## config.mk

```make
export PLATFORM = sky130hd
export DESIGN_NAME = ibm_float_to_ieee_single
export DESIGN_NICKNAME = d
export VERILOG_FILES = /design/src/hdl/ibm2ieee_pkg.sv /design/src/hdl/ibm2ieee_norm.sv /design/src/hdl/ibm2ieee_class.sv /design/src/hdl/ibm2ieee_round.sv /design/src/hdl/ibm_float_to_ieee_single.sv
export SDC_FILE = /design/constraint.sdc
export NUM_CORES = 1
export LEC_CHECK = 0
export BUFFER_PORTS_ARGS = -buffer_cell sky130_fd_sc_hd__buf_4
export CAP_MARGIN = 20
export CORE_ASPECT_RATIO = 1.4
export CORE_MARGIN = 2
export CORE_UTILIZATION = 45
export CTS_BUF_LIST = sky130_fd_sc_hd__clkbuf_2
export CTS_CLUSTER_DIAMETER = 100
export DETAILED_ROUTE_END_ITERATION = 8
export PLACE_DENSITY = 0.66
export RECOVER_POWER = 50
export SLEW_MARGIN = 20
export SYNTH_ARGS = -nofsm -noshare
export SYNTH_HDL_FRONTEND = slang
export SYNTH_SLANG_ARGS = --single-unit
```

## constraint.sdc

```tcl
create_clock -name clk -period 4.7 [get_ports clk]
set_clock_uncertainty 0.2 [all_clocks]
set_input_delay 0.47 -clock clk [delete_from_list [all_inputs] [get_ports clk]]
set_output_delay 0.47 -clock clk [all_outputs]
set_load 0.02 [all_outputs]
```

## src/hdl/ibm2ieee_pkg.sv

```systemverilog
// Package for the IBM hex float to IEEE single converter.
// Shared stage payload types and constants; no dependencies.
package ibm2ieee_pkg;

  localparam int unsigned FracW = 24;
  localparam int unsigned ExpW  = 7;
  localparam int unsigned BiasW = 10;   // signed biased exponent range
  localparam int unsigned ShW   = 5;    // subnormal shift, low bits of the full shift
  localparam logic [31:0] IeeeInf = 32'h7f80_0000;

  // Stage 1 -> 2: normalized significand and biased exponent
  typedef struct packed {
    logic                    sign;
    logic                    zero;
    logic [FracW-1:0]        mant;
    logic signed [BiasW-1:0] biased;
    logic                    last;
  } norm_t;

  // Stage 2 -> 3: classified, shifted significand
  typedef struct packed {
    logic             sign;
    logic             zero;
    logic             ovf;
    logic             tiny;
    logic             lost_all;
    logic [7:0]       expo;
    logic [FracW-1:0] q;      // significand after right shift
    logic [FracW-1:0] rem;    // shifted-out bits, left aligned
    logic             last;
  } cls_t;

  // Stage 3 -> output
  typedef struct packed {
    logic [31:0] word;
    logic        ovf;
    logic        unf;
    logic        last;
  } res_t;

endpackage

```

## src/hdl/ibm2ieee_norm.sv

```systemverilog
// Stage 1: leading-zero count and normalize of the IBM fraction.
// Uses ibm2ieee_pkg.
module ibm2ieee_norm (
  input  logic [31:0]              ibm_word,
  input  logic                     last_in,
  output ibm2ieee_pkg::norm_t      norm
);
  logic [ibm2ieee_pkg::FracW-1:0] frac;
  logic [4:0]                     lz;

  assign frac = ibm_word[23:0];

  // priority encoder for the leading one
  always_comb begin
    lz = 5'd0;
    for (int i = 0; i < 24; i++) begin
      if (frac[i]) lz = 5'(23 - i);
    end
  end

  // biased = p + 4*expo - 153, p = 23 - lz
  always_comb begin
    norm.sign   = ibm_word[31];
    norm.zero   = (frac == '0);
    norm.mant   = frac << lz;
    norm.biased = $signed({3'b000, ibm_word[30:24]}) * 10'sd4 - $signed({5'd0, lz})
                  - 10'sd130;
    norm.last   = last_in;
  end
endmodule

```

## src/hdl/ibm2ieee_class.sv

```systemverilog
// Stage 2: range classification and subnormal right shift.
// Uses ibm2ieee_pkg.
module ibm2ieee_class (
  input  ibm2ieee_pkg::norm_t norm,
  output ibm2ieee_pkg::cls_t  cls
);
  logic [ibm2ieee_pkg::BiasW-1:0] s_full;
  logic [ibm2ieee_pkg::ShW-1:0]   s;
  logic [2*ibm2ieee_pkg::FracW-1:0] wide;

  assign s_full = 10'(10'sd1 - norm.biased);
  // shift only for tiny results; normal results pass the significand through
  assign s      = (norm.biased < 10'sd1) ? s_full[4:0] : '0;
  assign wide   = {norm.mant, 24'd0} >> s;

  always_comb begin
    cls.sign     = norm.sign;
    cls.zero     = norm.zero;
    cls.ovf      = norm.biased > 10'sd254;
    cls.tiny     = norm.biased < 10'sd1;
    // shift of 25 or more drops everything
    cls.lost_all = cls.tiny && (s_full > 10'd24);
    cls.expo     = norm.biased[7:0];
    cls.q        = wide[47:24];
    cls.rem      = wide[23:0];
    cls.last     = norm.last;
  end
endmodule

```

## src/hdl/ibm2ieee_round.sv

```systemverilog
// Stage 3: nearest-even rounding and result packing.
// Uses ibm2ieee_pkg.
module ibm2ieee_round (
  input  ibm2ieee_pkg::cls_t cls,
  output ibm2ieee_pkg::res_t res
);
  logic half, sticky, up;
  logic [23:0] qr;

  assign half   = cls.rem[23];
  assign sticky = |cls.rem[22:0];
  // for a shift of 25, only the leading one sits below half: rounds to 0
  assign up     = !cls.lost_all && half && (sticky || cls.q[0]);
  assign qr     = cls.lost_all ? 24'd0 : cls.q + 24'(up);

  always_comb begin
    res.word = {cls.sign, 31'd0};
    res.ovf  = 1'b0;
    res.unf  = 1'b0;
    res.last = cls.last;
    if (cls.zero) begin
      res.word = {cls.sign, 31'd0};
    end else if (cls.ovf) begin
      res.word = {cls.sign, 31'd0} | ibm2ieee_pkg::IeeeInf;
      res.ovf  = 1'b1;
    end else if (cls.tiny) begin
      res.word = {cls.sign, 7'd0, qr};
      res.unf  = cls.lost_all || (cls.rem != '0);
    end else begin
      res.word = {cls.sign, cls.expo, cls.q[22:0]};
    end
  end
endmodule

```

## src/hdl/ibm_float_to_ieee_single.sv

```systemverilog
// IBM hex float to IEEE-754 single converter, three-stage pipeline.
// An accepted word passes through the norm, class and round stage registers in turn.
// Throughput: one word per cycle; a stall holds every stage in place.
// Reset (rst, synchronous) clears the stage valid bits only.
// Depends on ibm2ieee_pkg and the three stage modules.
module ibm_float_to_ieee_single (
  input  logic        clk,
  input  logic        rst,
  input  logic        s_tvalid,
  output logic        s_tready,
  input  logic [31:0] s_tdata,   // [31:0] ibm_word
  input  logic        s_tlast,   // last_in
  output logic        m_tvalid,
  input  logic        m_tready,
  output logic [31:0] m_tdata,   // [31:0] ieee_word
  output logic [1:0]  m_tuser,   // [0] overflowed, [1] underflowed
  output logic        m_tlast    // last_out
);
  ibm2ieee_pkg::norm_t n_c, n_r;
  ibm2ieee_pkg::cls_t  c_c, c_r;
  ibm2ieee_pkg::res_t  r_c, r_r;
  logic v1, v2, v3;
  logic adv;

  // whole pipe moves when output is free
  assign adv      = !v3 || m_tready;
  assign s_tready = adv;

  ibm2ieee_norm  u_norm  (.ibm_word(s_tdata), .last_in(s_tlast), .norm(n_c));
  ibm2ieee_class u_class (.norm(n_r), .cls(c_c));
  ibm2ieee_round u_round (.cls(c_r), .res(r_c));

  // valid bits
  always_ff @(posedge clk) begin
    if (rst) begin
      v1 <= 1'b0; v2 <= 1'b0; v3 <= 1'b0;
    end else if (adv) begin
      v1 <= s_tvalid; v2 <= v1; v3 <= v2;
    end
  end

  // payload registers
  always_ff @(posedge clk) begin
    if (adv) begin
      n_r <= n_c; c_r <= c_c; r_r <= r_c;
    end
  end

  assign m_tvalid = v3;
  assign m_tdata  = r_r.word;
  assign m_tuser  = {r_r.unf, r_r.ovf};
  assign m_tlast  = r_r.last;
endmodule

```

==> impl_metrics.py <==
metrics = {
    "timing": {
        "fin_crit_sh_pct": 76.49,
        "rsz0062_at_grt": "false",
        "worst_slew_pin_slew_ns": 1.781,
        "fin_setup_tns_ns": 0,
        "fmax_ghz": 0.2782,
        "period_needed_ns": 3.595,
        "slew_violations": 76,
        "slew_headroom_pct": -18.75,
        "setup_viol": 0,
        "hold_violations": 0,
    },
    "cts": {
        "cts_setup_buffers": 0,
        "clockRootBuffer": "clkbuf_2",
        "numCtsBuffers": 17,
        "htree_levels": 4,
        "cts.repair.resized": 0,
        "path_clk_slew_ns": 0.21,
        "cts_tree": "yes",
        "cts_hold_buf": 8,
        "clk-insertion-delay-late_ns": 0.68,
        "cts.sinks": 137,
        "cts_buffer_depth": 2,
    },
    "floorplanning": {
        "start_util_pct": 45.92,
        "ios": 74,
        "die-area_um2": 19400,
        "die_x_um": 118.3,
        "fp.coreArea_um2": 17920,
        "die_y_um": 164.0,
        "num_rows": 58,
    },
    "setup_path": {
        "cp_num_buf_inv": 0,
        "crit_path_end_kind": "register",
        "cp_cell_sequence": "nor3_1, and3_1, a21o_1, nand2_1, a21boi_0, a21o_1, mux2i_1",
        "r2r-start": "n_r[4]",
        "cpMaxStageDelayCell": "a21boi_0",
        "reg2reg_slack_ns": 1.10,
        "cp_max_fo": 29,
        "r2r_cells": 7,
        "required_ns": 4.93,
        "crit_arrival_ns": 3.83,
        "critPathMaxStageDelay_ns": 0.75,
        "r2r_end": "c_r[19]",
        "critPathLaunchType": "register",
        "critPathKind": "reg2reg",
        "cp_common_cell": "a21o_1",
        "cpLargestDelayFamily": "simple AND/OR/NAND/NOR gates",
    },
    "worst_hold_path": {
        "hold_class": "in2reg",
        "min_from": "s_tdata[7]",
        "holdPathStages": 5,
        "hold_end": "n_r[34]",
    },
    "job": {
        "drv_cap": 1,
    },
    "global_route": {
        "grt_pass1_wl_mm": 29.91,
        "grt_usage_pct": 19.54,
        "grt_max_degree": 76,
        "antenna_found_initial": 1,
        "gr-total-overflow": 0,
        "grt_pass1_vias": 5959,
    },
    "logic_synthesis": {
        "ys.flop_type": "edfxtp_1",
        "synth_edf_count": 134,
        "syn_area_um2": 8230,
        "synth-seq-area-share_pct": 49.62,
        "ys_warn_count": 0,
        "synth_nets": 846,
        "async_reset_ff_share_pct": 0,
        "syn_avg_cell_area_um2": 10.38,
        "ys_types": 65,
        "synthCells": 793,
        "ys_seq_elements": 137,
    },
    "placed_design": {
        "place_congestion": 0.9275,
        "hpwl_mm": 14.07,
        "port-buffer-count": 73,
        "place_area_um2": 8997,
    },
    "power": {
        "max-vdd-ir-drop_mv": 0.1584,
        "total_leakage_power_nw": 3.809,
        "total_power_mw": 3.671,
        "power.density_nw_per_um2": 400.4,
    },
    "layout": {
        "final_core_util_pct": 51.14,
        "fin_area_um2": 9168,
        "drive_gt1_share_pct": 11.72,
        "nets": 919,
        "area_delta_synth_final_pct": 11.39,
    },
    "drt": {
        "routedWlPerCell_um": 16.53,
        "first_pass_iters": 7,
        "routed_wirelength_mm": 18.52,
        "vias": 6167,
        "drt_iter0_drc": 277,
        "antenna_left": 0,
        "drc_errors": 0,
        "routed_via_density": 5.506,
    },
    "status": {
        "failed_checks": "max-capacitance violations, max-slew violations",
        "status": "finished, violations left",
    },
}
[layer usage]
layer  global-route usage, %  wire length, um  part of all wire (%)
met4                   11.50              915                   4.9
met5                       0                0                     0
met3                   2.813              600                   3.2
met1                   20.13             6838                    37
met2                   37.34            10160                    55
[flip-flops by register name (all words and copies together), names as in the netlist]
register,count
m_tvalid,1
n_r,37
v1,1
m_tlast,1
m_tdata,32
c_r,62
m_tuser,2
v2,1
[power breakdown]
part           internal, mW  leakage (nW)  switching [mW]  total, mW
registers              1.69          1.51           0.155       1.84
clock network         0.255         0.141           0.465      0.720
logic                 0.404          2.16           0.705       1.11
total                  2.34          3.81            1.33       3.67
[worst reg2reg max path, delay by kind of cell (launching register included)]
family | cells | cell delay (ns)
simple gates | 3 | 1.30
compound gates | 3 | 1.24
mux | 1 | 0.09
flops | 1 | 0.54
[kinds of logic (layout without fill, tap and decap cells)]
family	after synthesis	after routing	share of synthesized area [%]
xor gates and xnor gates	27	27	2.873
adders and majority gates	16	16	2.524
and+or+nand+nor	299	299	16.57
other	0	1	0
muxes	110	110	13.55
DFF	137	137	49.62
AOI/OAI and AO/OA	134	134	11.04
buffers and inverters	70	156	3.831
[worst max path at each step]
stage | start | end | slack, ns | cells after the start
global placement | s_tdata[1] | n_r[33] | 1.16 | 10
floorplan | s_tdata[22] | n_r[9] | 0.98 | 16
detailed placement | s_tdata[4] | n_r[9] | 1.15 | 14
CTS | n_r[2] | c_r[19] | 1.11 | 9
global route | n_r[2] | c_r[23] | 0.70 | 10
finish | n_r[4] | c_r[19] | 1.10 | 7
[cell usage after synthesis, types with 5 or more instances]
cell	n	area [um^2]
inv_1	30	112.6
a22oi_1	6	45.04
o22ai_1	12	75.07
nand3_1	17	85.08
nor4_1	15	93.84
o21ai_0	23	115.1
edfxtp_1	134	4024
xor2_1	16	140.1
a21o_1	7	52.55
and2_1	6	37.54
o21a_1	5	37.54
a211oi_1	11	82.58
nand2_1	101	379.1
nor2b_1	7	43.79
nor2_1	100	375.4
ha_1	15	187.7
and3_1	9	56.30
mux2i_1	101	1011
mux2_2	8	90.09
nand4_1	8	50.05
clkbuf_1	19	71.32
xnor2_1	11	96.34
buf_2	12	60.06
a21oi_1	31	155.2
or3_1	6	37.54
nor3_1	13	65.06
[per-stage QoR]
stage	setup slack [ns]	instances	hold WS, ns
2_1_floorplan	0.9834	793	0.2003
3_3_place_gp	1.164	1079	0.2018
3_5_place_dp	1.150	1079	0.2092
4_1_cts	1.112	1119	0.01841
5_1_grt	0.6969	1120	0.03918
6_report	1.105	1120	0.1079
[area by class of cell]
class | instances | area [um^2]
flip-flops and latches | 137 | 4084
well taps | 240 | 300.3
clock buffers | 17 | 85.08
diodes | 1 | 2.502
clock inverters | 15 | 163.9
inverters | 31 | 123.9
fillers | 1667 | 8757
repair buffers | 93 | 576.8
multi-input cells | 586 | 3831
[placed cells by master (no fill, tap or decap), types with 5 or more instances in the layout]
cell | synthesis | layout
buf_4 | 2 | 45
inv_1 | 30 | 30
nor2b_1 | 7 | 7
o21a_1 | 5 | 5
xnor2_1 | 11 | 11
clkbuf_1 | 19 | 37
or3_1 | 6 | 6
a22oi_1 | 6 | 6
o21ai_0 | 23 | 24
and2_1 | 6 | 5
edfxtp_1 | 134 | 134
nor4_1 | 15 | 15
xor2_1 | 16 | 16
a211oi_1 | 11 | 11
inv_6 | 0 | 6
nand4_1 | 8 | 8
clkbuf_2 | 0 | 18
nor2_1 | 100 | 100
nor3_1 | 13 | 14
dlygate4sd3_1 | 0 | 8
and3_1 | 9 | 9
nand3_1 | 17 | 17
mux2_2 | 8 | 8
a21oi_1 | 31 | 31
nand2_1 | 101 | 101
ha_1 | 15 | 15
mux2i_1 | 101 | 101
a21o_1 | 7 | 7
o22ai_1 | 12 | 12
Power figures use the tool's default switching activity.
